[config.mk]
export PLATFORM = sky130hd
export DESIGN_NAME = per_source_sequence_gap_counter_top_flat
export DESIGN_NICKNAME = d
export VERILOG_FILES = /design/src/rtl/psgc_pkg.sv /design/src/rtl/psgc_if.sv /design/src/rtl/psgc_src_store.sv /design/src/rtl/psgc_wrk_store.sv /design/src/rtl/per_source_sequence_gap_counter_top.sv /design/src/flat_wrapper.sv
export SDC_FILE = /design/constraint.sdc
export NUM_CORES = 2
export LEC_CHECK = 0
export ABC_AREA = 1
export BUFFER_PORTS_ARGS = -buffer_cell sky130_fd_sc_hd__buf_2
export CAP_MARGIN = 15
export CORE_ASPECT_RATIO = 0.75
export CORE_MARGIN = 1
export CORE_UTILIZATION = 45
export CTS_BUF_LIST = sky130_fd_sc_hd__clkbuf_8
export DETAILED_ROUTE_END_ITERATION = 8
export GPL_TIMING_DRIVEN = 0
export REMOVE_ABC_BUFFERS = 1
export SLEW_MARGIN = 30
export SYNTH_ARGS = -nofsm -noshare
export SYNTH_HDL_FRONTEND = slang
export SYNTH_SLANG_ARGS = --single-unit
[constraint.sdc]
create_clock -name clk_i -period 19.1 [get_ports clk_i]
set_input_delay 1.91 -clock clk_i [delete_from_list [all_inputs] [get_ports clk_i]]
set_output_delay 1.91 -clock clk_i [all_outputs]
set_load 0.03 [all_outputs]
[src/rtl/psgc_pkg.sv]
`default_nettype none
// ----------------------------------------------------------------------------
// psgc_pkg
// Shared types and codes for the per-source sequence gap counter.
// ----------------------------------------------------------------------------
package psgc_pkg;

  // Event modes
  typedef enum logic [1:0] {
    MODE_RECV = 2'd0,
    MODE_PROC = 2'd1,
    MODE_READ = 2'd2
  } mode_e;

  localparam int unsigned CNT_W  = 64;
  localparam int unsigned SEQ_W  = 32;
  localparam int unsigned SRC_W  = 8;
  localparam int unsigned WRK_W  = 8;
  localparam int unsigned MODE_W = 2;

  // Source store write request (address sized for the largest store)
  typedef struct packed {
    logic             en;
    logic [SRC_W-1:0] addr;
    logic [CNT_W-1:0] count;
    logic [SEQ_W-1:0] last;
  } src_wr_t;

  // Source store read data
  typedef struct packed {
    logic             seen;
    logic [CNT_W-1:0] count;
    logic [SEQ_W-1:0] last;
  } src_rd_t;

  // Worker store write request
  typedef struct packed {
    logic             en;
    logic [WRK_W-2:0] addr;
    logic [CNT_W-1:0] count;
  } wrk_wr_t;

endpackage
`default_nettype wire

[src/rtl/psgc_if.sv]
`default_nettype none
// ----------------------------------------------------------------------------
// psgc_if
// Event and result channels of the sequence gap counter (valid/ready).
// ----------------------------------------------------------------------------
interface psgc_evt_if;
  logic                   valid;
  logic                   ready;
  logic [1:0]             mode;
  logic [7:0]             source_index;
  logic [31:0]            sequence_req;
  logic signed [7:0]      worker_index;

  modport source (output valid, mode, source_index, sequence_req, worker_index,
                  input ready);
  modport sink   (input valid, mode, source_index, sequence_req, worker_index,
                  output ready);
endinterface

interface psgc_res_if;
  logic        valid;
  logic        ready;
  logic [63:0] received_total;
  logic [63:0] processed_total;
  logic [63:0] gap_total;
  logic [63:0] source_count;
  logic [63:0] worker_count;
  logic        source_in_range;
  logic        worker_in_range;

  modport source (output valid, received_total, processed_total, gap_total,
                  source_count, worker_count, source_in_range, worker_in_range,
                  input ready);
  modport sink   (input valid, received_total, processed_total, gap_total,
                  source_count, worker_count, source_in_range, worker_in_range,
                  output ready);
endinterface
`default_nettype wire

[src/rtl/psgc_src_store.sv]
`default_nettype none
// ----------------------------------------------------------------------------
// psgc_src_store
// Per-source memory {count, last sequence} with a seen bit per entry.
// An entry never written reads as zero.
// ----------------------------------------------------------------------------
module psgc_src_store #(
  parameter int unsigned DEPTH = 16,
  parameter int unsigned AW    = 4
) (
  input  wire logic              clk_i,
  input  wire logic              rst_ni,
  input  wire logic              rd_en_i,
  input  wire logic [AW-1:0]     rd_addr_i,
  output psgc_pkg::src_rd_t      rd_o,
  input  wire psgc_pkg::src_wr_t wr_i
);
  import psgc_pkg::*;

  logic [CNT_W+SEQ_W-1:0] mem [DEPTH];
  logic [CNT_W+SEQ_W-1:0] rd_data_q;
  logic [AW-1:0]          rd_addr_q;
  logic [DEPTH-1:0]       seen_q;
  logic                   seen;

  // Memory port: one write, one registered read
  always_ff @(posedge clk_i) begin
    if (wr_i.en) begin
      mem[wr_i.addr[AW-1:0]] <= {wr_i.count, wr_i.last};
    end
    if (rd_en_i) begin
      rd_data_q <= mem[rd_addr_i];
      rd_addr_q <= rd_addr_i;
    end
  end

  // Seen bits double as entry valid bits
  always_ff @(posedge clk_i or negedge rst_ni) begin
    if (!rst_ni) begin
      seen_q <= '0;
    end else if (wr_i.en) begin
      seen_q[wr_i.addr[AW-1:0]] <= 1'b1;
    end
  end

  assign seen = seen_q[rd_addr_q];

  // Unwritten entries read as zero
  always_comb begin
    rd_o.seen  = seen;
    rd_o.count = seen ? rd_data_q[CNT_W+SEQ_W-1:SEQ_W] : '0;
    rd_o.last  = seen ? rd_data_q[SEQ_W-1:0] : '0;
  end

endmodule
`default_nettype wire

[src/rtl/psgc_wrk_store.sv]
`default_nettype none
// ----------------------------------------------------------------------------
// psgc_wrk_store
// Per-worker count memory with a valid bit per entry.
// An entry never written reads as zero.
// ----------------------------------------------------------------------------
module psgc_wrk_store #(
  parameter int unsigned DEPTH = 8,
  parameter int unsigned AW    = 3
) (
  input  wire logic                       clk_i,
  input  wire logic                       rst_ni,
  input  wire logic                       rd_en_i,
  input  wire logic [AW-1:0]              rd_addr_i,
  output logic [psgc_pkg::CNT_W-1:0]      rd_count_o,
  input  wire psgc_pkg::wrk_wr_t          wr_i
);
  import psgc_pkg::*;

  logic [CNT_W-1:0] mem [DEPTH];
  logic [CNT_W-1:0] rd_data_q;
  logic [AW-1:0]    rd_addr_q;
  logic [DEPTH-1:0] vld_q;

  // Memory port: one write, one registered read
  always_ff @(posedge clk_i) begin
    if (wr_i.en) begin
      mem[wr_i.addr[AW-1:0]] <= wr_i.count;
    end
    if (rd_en_i) begin
      rd_data_q <= mem[rd_addr_i];
      rd_addr_q <= rd_addr_i;
    end
  end

  always_ff @(posedge clk_i or negedge rst_ni) begin
    if (!rst_ni) begin
      vld_q <= '0;
    end else if (wr_i.en) begin
      vld_q[wr_i.addr[AW-1:0]] <= 1'b1;
    end
  end

  assign rd_count_o = vld_q[rd_addr_q] ? rd_data_q : '0;

endmodule
`default_nettype wire

[src/rtl/per_source_sequence_gap_counter_top.sv]
`default_nettype none
// ----------------------------------------------------------------------------
// per_source_sequence_gap_counter_top
// Counts received messages, sequence gaps and processed items per source
// and per worker; returns one result word per event word.
// ----------------------------------------------------------------------------
// Each event first reads the source and worker memories in the cycle it is
// accepted; the update stage then updates the totals, writes the entries
// back and loads the result register. One event is in the update stage at
// a time, and no new event is accepted until it finishes. The result
// register lets the next event be read while a result waits on the sink;
// a stalled sink holds the update stage. Memories need no clearing pass:
// per-entry valid bits make every entry read as zero after reset.
// ----------------------------------------------------------------------------
module per_source_sequence_gap_counter_top #(
  parameter int unsigned SOURCE_COUNT = 16,
  parameter int unsigned WORKER_COUNT = 8
) (
  input  wire logic   clk_i,
  input  wire logic   rst_ni,
  psgc_evt_if.sink    evt_i,
  psgc_res_if.source  res_o
);
  import psgc_pkg::*;

  localparam int unsigned SRC_AW = (SOURCE_COUNT > 1) ? $clog2(SOURCE_COUNT) : 1;
  localparam int unsigned WRK_AW = (WORKER_COUNT > 1) ? $clog2(WORKER_COUNT) : 1;

  // Update stage registers
  logic             busy_q;
  logic [MODE_W-1:0] mode_q;
  logic [SEQ_W-1:0] seq_q;
  logic             src_ok_q;
  logic             wrk_ok_q;
  logic [SRC_W-1:0] src_idx_q;
  logic [WRK_W-2:0] wrk_idx_q;

  // Totals
  logic [CNT_W-1:0] rx_total_q, rx_total_d;
  logic [CNT_W-1:0] proc_total_q, proc_total_d;
  logic [CNT_W-1:0] gap_total_q, gap_total_d;

  // Result register
  logic             res_valid_q;

  logic             accept;
  logic             done;
  logic             src_ok;
  logic             wrk_ok;
  logic             is_rx;
  logic             is_proc;
  logic             rx_upd;
  logic             proc_upd;
  logic [SEQ_W-1:0] seq_diff;
  logic [CNT_W-1:0] gap_add;
  logic [CNT_W-1:0] src_cnt_inc;
  logic [CNT_W-1:0] wrk_cnt_inc;
  logic [CNT_W-1:0] wrk_rd_count;
  src_rd_t          src_rd;
  src_wr_t          src_wr;
  wrk_wr_t          wrk_wr;

  // Range checks on the incoming word
  assign src_ok = ({1'b0, evt_i.source_index} < 9'(SOURCE_COUNT));
  assign wrk_ok = !evt_i.worker_index[WRK_W-1] &&
                  ({1'b0, evt_i.worker_index[WRK_W-2:0]} < 8'(WORKER_COUNT));

  assign evt_i.ready = !busy_q;
  assign accept      = evt_i.valid && evt_i.ready;
  assign done        = busy_q && (!res_valid_q || res_o.ready);

  // Memories
  psgc_src_store #(.DEPTH(SOURCE_COUNT), .AW(SRC_AW)) u_src_store (
    .clk_i     (clk_i),
    .rst_ni    (rst_ni),
    .rd_en_i   (accept),
    .rd_addr_i (evt_i.source_index[SRC_AW-1:0]),
    .rd_o      (src_rd),
    .wr_i      (src_wr)
  );

  psgc_wrk_store #(.DEPTH(WORKER_COUNT), .AW(WRK_AW)) u_wrk_store (
    .clk_i      (clk_i),
    .rst_ni     (rst_ni),
    .rd_en_i    (accept),
    .rd_addr_i  (evt_i.worker_index[WRK_AW-1:0]),
    .rd_count_o (wrk_rd_count),
    .wr_i       (wrk_wr)
  );

  // Capture the event
  always_ff @(posedge clk_i or negedge rst_ni) begin
    if (!rst_ni) begin
      busy_q <= 1'b0;
    end else if (accept) begin
      busy_q <= 1'b1;
    end else if (done) begin
      busy_q <= 1'b0;
    end
  end

  always_ff @(posedge clk_i) begin
    if (accept) begin
      mode_q    <= evt_i.mode;
      seq_q     <= evt_i.sequence_req;
      src_ok_q  <= src_ok;
      wrk_ok_q  <= wrk_ok;
      src_idx_q <= evt_i.source_index;
      wrk_idx_q <= evt_i.worker_index[WRK_W-2:0];
    end
  end

  // Mode decode; the unused code reads only
  always_comb begin
    is_rx   = 1'b0;
    is_proc = 1'b0;
    unique case (mode_q)
      MODE_RECV: is_rx   = 1'b1;
      MODE_PROC: is_proc = 1'b1;
      default:   ;
    endcase
  end

  assign rx_upd   = is_rx && src_ok_q;
  assign proc_upd = is_proc && wrk_ok_q;

  // Gap: modular distance minus one, only once the source has been seen
  assign seq_diff = seq_q - src_rd.last;
  assign gap_add  = (src_rd.seen && (seq_diff > 32'd1)) ? CNT_W'(seq_diff - 32'd1) : '0;

  assign src_cnt_inc = src_rd.count + 64'd1;
  assign wrk_cnt_inc = wrk_rd_count + 64'd1;

  assign rx_total_d   = rx_total_q + CNT_W'(is_rx);
  assign proc_total_d = proc_total_q + CNT_W'(is_proc);
  assign gap_total_d  = rx_upd ? (gap_total_q + gap_add) : gap_total_q;

  // Write-back
  always_comb begin
    src_wr.en    = done && rx_upd;
    src_wr.addr  = src_idx_q;
    src_wr.count = src_cnt_inc;
    src_wr.last  = seq_q;
    wrk_wr.en    = done && proc_upd;
    wrk_wr.addr  = wrk_idx_q;
    wrk_wr.count = wrk_cnt_inc;
  end

  // Totals
  always_ff @(posedge clk_i or negedge rst_ni) begin
    if (!rst_ni) begin
      rx_total_q   <= '0;
      proc_total_q <= '0;
      gap_total_q  <= '0;
    end else if (done) begin
      rx_total_q   <= rx_total_d;
      proc_total_q <= proc_total_d;
      gap_total_q  <= gap_total_d;
    end
  end

  // Result register
  always_ff @(posedge clk_i or negedge rst_ni) begin
    if (!rst_ni) begin
      res_valid_q <= 1'b0;
    end else if (done) begin
      res_valid_q <= 1'b1;
    end else if (res_o.ready) begin
      res_valid_q <= 1'b0;
    end
  end

  always_ff @(posedge clk_i) begin
    if (done) begin
      res_o.received_total  <= rx_total_d;
      res_o.processed_total <= proc_total_d;
      res_o.gap_total       <= gap_total_d;
      res_o.source_count    <= !src_ok_q ? '0 : (rx_upd ? src_cnt_inc : src_rd.count);
      res_o.worker_count    <= !wrk_ok_q ? '0 : (proc_upd ? wrk_cnt_inc : wrk_rd_count);
      res_o.source_in_range <= src_ok_q;
      res_o.worker_in_range <= wrk_ok_q;
    end
  end

  assign res_o.valid = res_valid_q;

  // Checks
  a_rx_count: assert property (@(posedge clk_i) disable iff (!rst_ni)
    (done && is_rx) |=> (rx_total_q == $past(rx_total_q) + 64'd1))
    else $error("received total not bumped on a receive event");

  a_proc_hold: assert property (@(posedge clk_i) disable iff (!rst_ni)
    (done && !is_proc) |=> $stable(proc_total_q))
    else $error("processed total moved on a non-process event");

  a_gap_first: assert property (@(posedge clk_i) disable iff (!rst_ni)
    (done && !src_rd.seen) |=> $stable(gap_total_q))
    else $error("gap counted on the first message of a source");

  a_res_from_done: assert property (@(posedge clk_i) disable iff (!rst_ni)
    $rose(res_valid_q) |-> $past(done))
    else $error("result shown without a finished event");

  a_no_accept_busy: assert property (@(posedge clk_i) disable iff (!rst_ni)
    (busy_q && !done) |=> busy_q)
    else $error("update stage dropped an event");

endmodule
`default_nettype wire
[src/flat_wrapper.sv]
// flat-port wrapper written by rule: the top's interface ports become plain ports
module per_source_sequence_gap_counter_top_flat import psgc_pkg::*;
#(
  parameter int unsigned SOURCE_COUNT = 16,
  parameter int unsigned WORKER_COUNT = 8
)
  (clk_i, rst_ni, evt_i_valid, evt_i_mode, evt_i_source_index, evt_i_sequence_req, evt_i_worker_index, evt_i_ready, res_o_valid, res_o_received_total, res_o_processed_total, res_o_gap_total, res_o_source_count, res_o_worker_count, res_o_source_in_range, res_o_worker_in_range, res_o_ready);
  psgc_evt_if evt_i_i ();
  psgc_res_if res_o_i ();
  input  wire logic clk_i;
  input  wire logic rst_ni;
  input wire logic [$bits(evt_i_i.valid)-1:0] evt_i_valid;
  input wire logic [$bits(evt_i_i.mode)-1:0] evt_i_mode;
  input wire logic [$bits(evt_i_i.source_index)-1:0] evt_i_source_index;
  input wire logic [$bits(evt_i_i.sequence_req)-1:0] evt_i_sequence_req;
  input wire logic [$bits(evt_i_i.worker_index)-1:0] evt_i_worker_index;
  output wire logic [$bits(evt_i_i.ready)-1:0] evt_i_ready;
  output wire logic [$bits(res_o_i.valid)-1:0] res_o_valid;
  output wire logic [$bits(res_o_i.received_total)-1:0] res_o_received_total;
  output wire logic [$bits(res_o_i.processed_total)-1:0] res_o_processed_total;
  output wire logic [$bits(res_o_i.gap_total)-1:0] res_o_gap_total;
  output wire logic [$bits(res_o_i.source_count)-1:0] res_o_source_count;
  output wire logic [$bits(res_o_i.worker_count)-1:0] res_o_worker_count;
  output wire logic [$bits(res_o_i.source_in_range)-1:0] res_o_source_in_range;
  output wire logic [$bits(res_o_i.worker_in_range)-1:0] res_o_worker_in_range;
  input wire logic [$bits(res_o_i.ready)-1:0] res_o_ready;
  assign evt_i_i.valid = evt_i_valid;
  assign evt_i_i.mode = evt_i_mode;
  assign evt_i_i.source_index = evt_i_source_index;
  assign evt_i_i.sequence_req = evt_i_sequence_req;
  assign evt_i_i.worker_index = evt_i_worker_index;
  assign evt_i_ready = evt_i_i.ready;
  assign res_o_valid = res_o_i.valid;
  assign res_o_received_total = res_o_i.received_total;
  assign res_o_processed_total = res_o_i.processed_total;
  assign res_o_gap_total = res_o_i.gap_total;
  assign res_o_source_count = res_o_i.source_count;
  assign res_o_worker_count = res_o_i.worker_count;
  assign res_o_source_in_range = res_o_i.source_in_range;
  assign res_o_worker_in_range = res_o_i.worker_in_range;
  assign res_o_i.ready = res_o_ready;
  per_source_sequence_gap_counter_top #(.SOURCE_COUNT(SOURCE_COUNT), .WORKER_COUNT(WORKER_COUNT)) u_core (.clk_i(clk_i), .rst_ni(rst_ni), .evt_i(evt_i_i), .res_o(res_o_i));
endmodule
### Word level (Yosys, flattened, before mapping)

Memory sizes are Yosys's and may differ from the RTL's. A register that Yosys moved wholly into a read port is not among the register bits.
Cells that the tools add are included.

| word-level totals | value |
|---|---|
| output and inout bits | 324 |
| register bits after elaboration | 590 |
| memories kept | 2 |
| word-level logic and storage cells | 85 |
| bits in writable memories | 2,048 |

| operators by class | value |
|---|---|
| muxes and demuxes | 25 |
| bitwise logic cells | 2 |
| eq/ne operators | 1 |
| $add $sub $neg | 7 |
| reductions and logical operators | 17 |
| magnitude comparators | 9 |

Memory list:

| name | words | bits a word | rd ports | clocked after memory_dff | wr ports | RTL line | RTL |
|---|---|---|---|---|---|---|---|
| u_core.u_src_store.mem | 16 | 96 | 1 | 1 | 1 | psgc_src_store.sv:20 | `logic [CNT_W+SEQ_W-1:0] mem [DEPTH];` |
| u_core.u_wrk_store.mem | 8 | 64 | 1 | 1 | 1 | psgc_wrk_store.sv:20 | `logic [CNT_W-1:0] mem [DEPTH];` |

Operator list:

| kind | number |
|---|---|
| $mux W64 | 6 |
| $add A64 B1 Y64 | 2 |
| $add A64 B1 Y64 const B | 2 |
| $add A64 B64 Y64 | 1 |
| $sub A32 B1 Y33 const B | 1 |
| $gt A32 B1 Y1 const B | 1 |
| $mux W32 | 1 |
| $sub A32 B32 Y32 | 1 |
| $or A16 B16 Y16 | 1 |
| $mux W1 | 14 |
| $logic_and A1 B1 Y1 | 10 |
| $lt A4 B5 Y1 const B | 2 |
| $lt A3 B4 Y1 const B | 2 |
| $lt A8 B5 Y1 const B | 1 |
| $or A8 B8 Y8 | 1 |
| $lt A7 B4 Y1 const B | 1 |
| $bmux W1 S4 | 1 |
| $demux W1 S4 | 1 |
| $ge A4 B1 Y1 const B | 1 |
| $reduce_bool A2 Y1 | 2 |
| $bmux W1 S3 | 1 |
| $demux W1 S3 | 1 |
| $ge A3 B1 Y1 const B | 1 |
| $logic_not A1 Y1 | 3 |
| other kinds (3) | 3 |

### Logic depth before layout (Yosys ltp)

| depth | value |
|---|---|
| depth in word-level cells | 9 |
| depth in mapped cells | 54 |

### By module

From an unflattened synthesis, not the netlist that was laid out.

| unflattened totals | value |
|---|---|
| cell total of the unflattened synthesis | 11,596 |
| area total of the unflattened synthesis | 126,268.6 um2 |

By module, submodules not included:

| module | seq. area each (um2) | cells each | times used | area an instance (um2) |
|---|---|---|---|---|
| psgc_src_store | 49,527.5 | 5,259 | 1 | 67,837.6 |
| per_source_sequence_gap_counter_top | 16,055.4 | 4,376 | 1 | 35,017.3 |
| psgc_wrk_store | 17,586.9 | 1,961 | 1 | 23,413.7 |

### Least setup slack after synthesis

No wires, ideal clock.

| timing path | value |
|---|---|
| path kind | input to register |
| start | input port res_o_ready |
| end | register u_core.res_o.gap_total[0], enable pin |
| slack | 6,926 ps |
| stages on the path | 6 |
| library setup time | 812 ps |
| required time | 18,288 ps |
| arrival time | 11,362 ps |
| path through | inv_1 > nand2_1 > nand2_1 > clkinv_1 > clkbuf_1 > clkbuf_1 |

| on the way | value |
|---|---|
| word-level cells in the longest chain between the ends | 2 |

RTL lines:

| element | RTL line | RTL |
|---|---|---|
| start: declaration | flat_wrapper.sv:26 | `input wire logic [$bits(res_o_i.ready)-1:0] res_o_ready;` |
| $logic_or A1 B1 Y1 | per_source_sequence_gap_counter_top.sv:70 | `assign done = busy_q && (!res_valid_q \|\| res_o.ready);` |
| $logic_and A1 B1 Y1 | per_source_sequence_gap_counter_top.sv:70 |  |
| via u_core.done | per_source_sequence_gap_counter_top.sv:47 | `logic done;` |
| end signal: assignment | per_source_sequence_gap_counter_top.sv:177 | `res_o.gap_total <= gap_total_d;` |
| end: declaration | psgc_if.sv:31 | `modport source (output valid, received_total, processed_total, gap_total,` |

The timed path passes the listed nets, and every way through them passes these cells.
A chain may end at the register's enable or synchronous reset.

==> impl_metrics.tcl <==
set metrics [dict create \
    first_pass_iters 7 \
    min_to "u_core.u_wrk_store.vld_q[7]$_DFFE_PN0P_" \
    syn_to_final_growth_pct 16.4 \
    cts_resized 0 \
    postLayoutCellArea_um2 142000 \
    netlist_instances 10500 \
    clk_pin_slew_ns 0.06 \
    clock-sinks 2791 \
    yosysTopAreaCellShare 0.633 \
    r2r-end "u_core.res_o.gap_total[40]$_DFFE_PP_" \
    grt_max_degree 148 \
    ys_ff_latch 2791 \
    drt_wl_total_um 353000 \
    wire_per_inst_um 23.6 \
    setup_viol 0 \
    maxSlewViolCount 0 \
    fp.dieW_um 603 \
    gp_congestion 0.948 \
    worst_pin_slew_ns 1.07 \
    synth_commonest_cells "2,573 x edfxtp_1, 1,330 x nand2_1, 1,124 x o21ai_0, 1,074 x inv_1, 928 x nor2_1" \
    cts-hold-fix-buffers 0 \
    ys_seq_area_frac 0.678 \
    synth_edf_count 2573 \
    initial_core_util 0.453 \
    fp.dieArea_um2 273000 \
    leakage_nw 53.2 \
    antenna_found_initial 3 \
    endpoint_kind "flip-flop" \
    worst_ep_required_time_ns 19.82 \
    powerDensity_nw_per_um2 114 \
    numPortBuffers 377 \
    path_common_cell "nand2_1" \
    critPathTopFamily "simple AND/OR/NAND/NOR gates" \
    final_nets 11200 \
    r2r_cells 39 \
    cts_buffers 430 \
    finalSetupTns_ns 0 \
    syn_area_um2 122000 \
    path_class "reg2reg" \
    drive_gt1_frac 0.124 \
    min_from "u_core.u_wrk_store.vld_q[7]$_DFFE_PN0P_" \
    period_share 0.482 \
    dieHeight_um 453 \
    synth_flop_cell "edfxtp_1" \
    htree_num_levels 5 \
    cts_setup_buffers 0 \
    cts_root_buf "clkbuf_8" \
    grt_first_pass_wirelength_um 516000 \
    ir_drop_uv 80.2 \
    critical_path.n_buffers_inverters 2 \
    cp_slowest_cell "edfxtp_1" \
    period_minus_slack_ns 9.21 \
    cp.arrival_ns 9.93 \
    dp_hpwl_um 240000 \
    final-hold-violation-count 0 \
    overflow 0 \
    async_flop_share 0.0781 \
    ys_warn_count 0 \
    vias 82200 \
    rsz0062_at_grt "no" \
    ys_types 58 \
    status "completed" \
    syn_avg_cell_area_um2 11.7 \
    drt-vias-per-instance 5.49 \
    timing.rr.start "u_core.src_idx_q[0]$_DFFE_PP_" \
    critPathMaxStageDelay_ns 0.58 \
    yosysTopAreaCell "edfxtp_1" \
    place_area_um2 134000 \
    drt_iter0_markers 8273 \
    maxSlewHeadroom 0.281 \
    cts_tree "built" \
    yosysMostFrequentCell "edfxtp_1" \
    hold_path.class "reg2reg" \
    track_usage 0.253 \
    cap_violations 0 \
    drc_errors 0 \
    hold_ws_ns 0.465 \
    synth.area.top_cells "edfxtp_1 63%, o21ai_0 4.6%, dfrtp_1 4.5%, nand2_1 4.1%, inv_1 3.3%" \
    path_max_fanout 74 \
    io-pin-count 378 \
    fmax_mhz 109 \
    power_mw 16.1 \
    fillers 22900 \
    fin_skew_ns 0.0657 \
    setup.worst_path.start_class "flip-flop" \
    cts.path.max_buffers 4 \
    holdPathStages 2 \
    rows 165 \
    grt_pass1_vias 78700 \
    core_area_um2 270000 \
    clk_latency_ns 1.02 \
    ant_nets 0 \
    rrSetupSlack_ns 9.89 \
]
## metal layers
layer,GRT usage,part of all wire,vias up
met3,0.0333,0.064,549
met1,0.360,0.44,40500
met5,0,0.000037,-
li1,-,-,38200
met4,0.0872,0.035,2
met2,0.401,0.46,2954
## how the worst max path moves through the flow
stage,slack (ns),endpoint,depth (start not counted),startpoint
floorplan,0.82,u_core.u_wrk_store.mem[0][0]$_DFFE_PP_,6,res_o_ready
global placement,-17.38,u_core.u_src_store.rd_data_q[65]$_DFFE_PP_,5,evt_i_source_index[1]
detailed placement,10.16,u_core.res_o.gap_total[40]$_DFFE_PP_,38,u_core.src_idx_q[0]$_DFFE_PP_
CTS,10.13,u_core.res_o.gap_total[40]$_DFFE_PP_,38,u_core.src_idx_q[0]$_DFFE_PP_
global route,9.23,u_core.res_o.gap_total[48]$_DFFE_PP_,40,u_core.src_idx_q[0]$_DFFE_PP_
finish,9.89,u_core.res_o.gap_total[40]$_DFFE_PP_,39,u_core.src_idx_q[0]$_DFFE_PP_
## kinds of logic (layout without fill, tap and decap cells)
group	Yosys count	count (layout)	share of synthesized area
AOI/OAI and AO/OA	2264	2264	0.103
adders and majority gates	104	104	0.0108
and+or+nand+nor	3026	3026	0.106
DFF	2791	2791	0.678
buffers and inverters	1578	2502	0.0494
xor gates and xnor gates	303	303	0.0217
muxes	384	384	0.0315
other	0	4	0
## where the power goes
group          internal (mW)  leakage, nW  switching [mW]
Clock                   2.47         4.68            2.37
Combinational          0.833         22.1            2.51
Sequential              7.59         26.5           0.375
## worst min-delay path, cell delays in order (launching register included)
cell     delay (ns)
dfrtp_1        0.33
inv_1          0.04
o21ai_0        0.06
## cells in the final DEF (no fill, tap or decap), types with 15 or more instances in the layout
| cell type | n |
|---|---|
| ha_1 | 102 |
| o211ai_1 | 389 |
| nor2_1 | 901 |
| nor4_1 | 54 |
| nor2_4 | 31 |
| bufinv_16 | 20 |
| clkinv_1 | 109 |
| xor2_2 | 46 |
| nand2_2 | 23 |
| o21ai_1 | 38 |
| edfxtp_1 | 2573 |
| xor2_1 | 188 |
| or2_2 | 31 |
| buf_16 | 223 |
| nor3_1 | 118 |
| xnor2_1 | 53 |
| a31oi_1 | 84 |
| nor3_2 | 17 |
| nor2_2 | 23 |
| clkbuf_8 | 453 |
| xnor2_2 | 16 |
| buf_2 | 370 |
| mux2i_1 | 384 |
| dfrtp_1 | 218 |
| nand3_1 | 359 |
| o21ai_0 | 1123 |
| nand4_1 | 91 |
| buf_8 | 15 |
| clkinv_2 | 59 |
| nand2_1 | 1326 |
| inv_1 | 1193 |
| a21oi_1 | 532 |
| o22ai_1 | 68 |
## final cells by class
type                    instances  area, um2  area share
repair buffers                621       8460      0.0595
diodes                          4       10.0   0.0000705
clock inverters               338       2010      0.0141
well taps                    3590       4490      0.0316
flip-flops and latches       2791      82700       0.582
clock buffers                 453       6230      0.0439
inverters                    1090       4150      0.0292
multi-input cells            6081      34000       0.239
## metrics by stage
step / setup WS (ns) / util / std cells
2_1_floorplan: 0.817 / - / 9962
3_3_place_gp: -17.38 / 0.469 / 13900
3_5_place_dp: 10.16 / 0.496 / 14200
4_1_cts: 10.13 / 0.526 / 15000
5_1_grt: 9.23 / 0.527 / 15000
6_report: 9.89 / 0.527 / 15000
## state kept, by name, summed over array words and instances, names as in the netlist, 64 cells and up
register                      cells
u_core.rx_total_q                64
u_core.u_wrk_store.mem          512
u_core.proc_total_q              64
u_core.res_o.worker_count        64
u_core.u_src_store.rd_data_q     96
u_core.res_o.gap_total           64
u_core.res_o.source_count        64
u_core.u_wrk_store.rd_data_q     64
u_core.u_src_store.mem         1536
u_core.res_o.processed_total     64
u_core.gap_total_q               64
u_core.res_o.received_total      64
No activity file was read; power rests on OpenSTA's default activity.
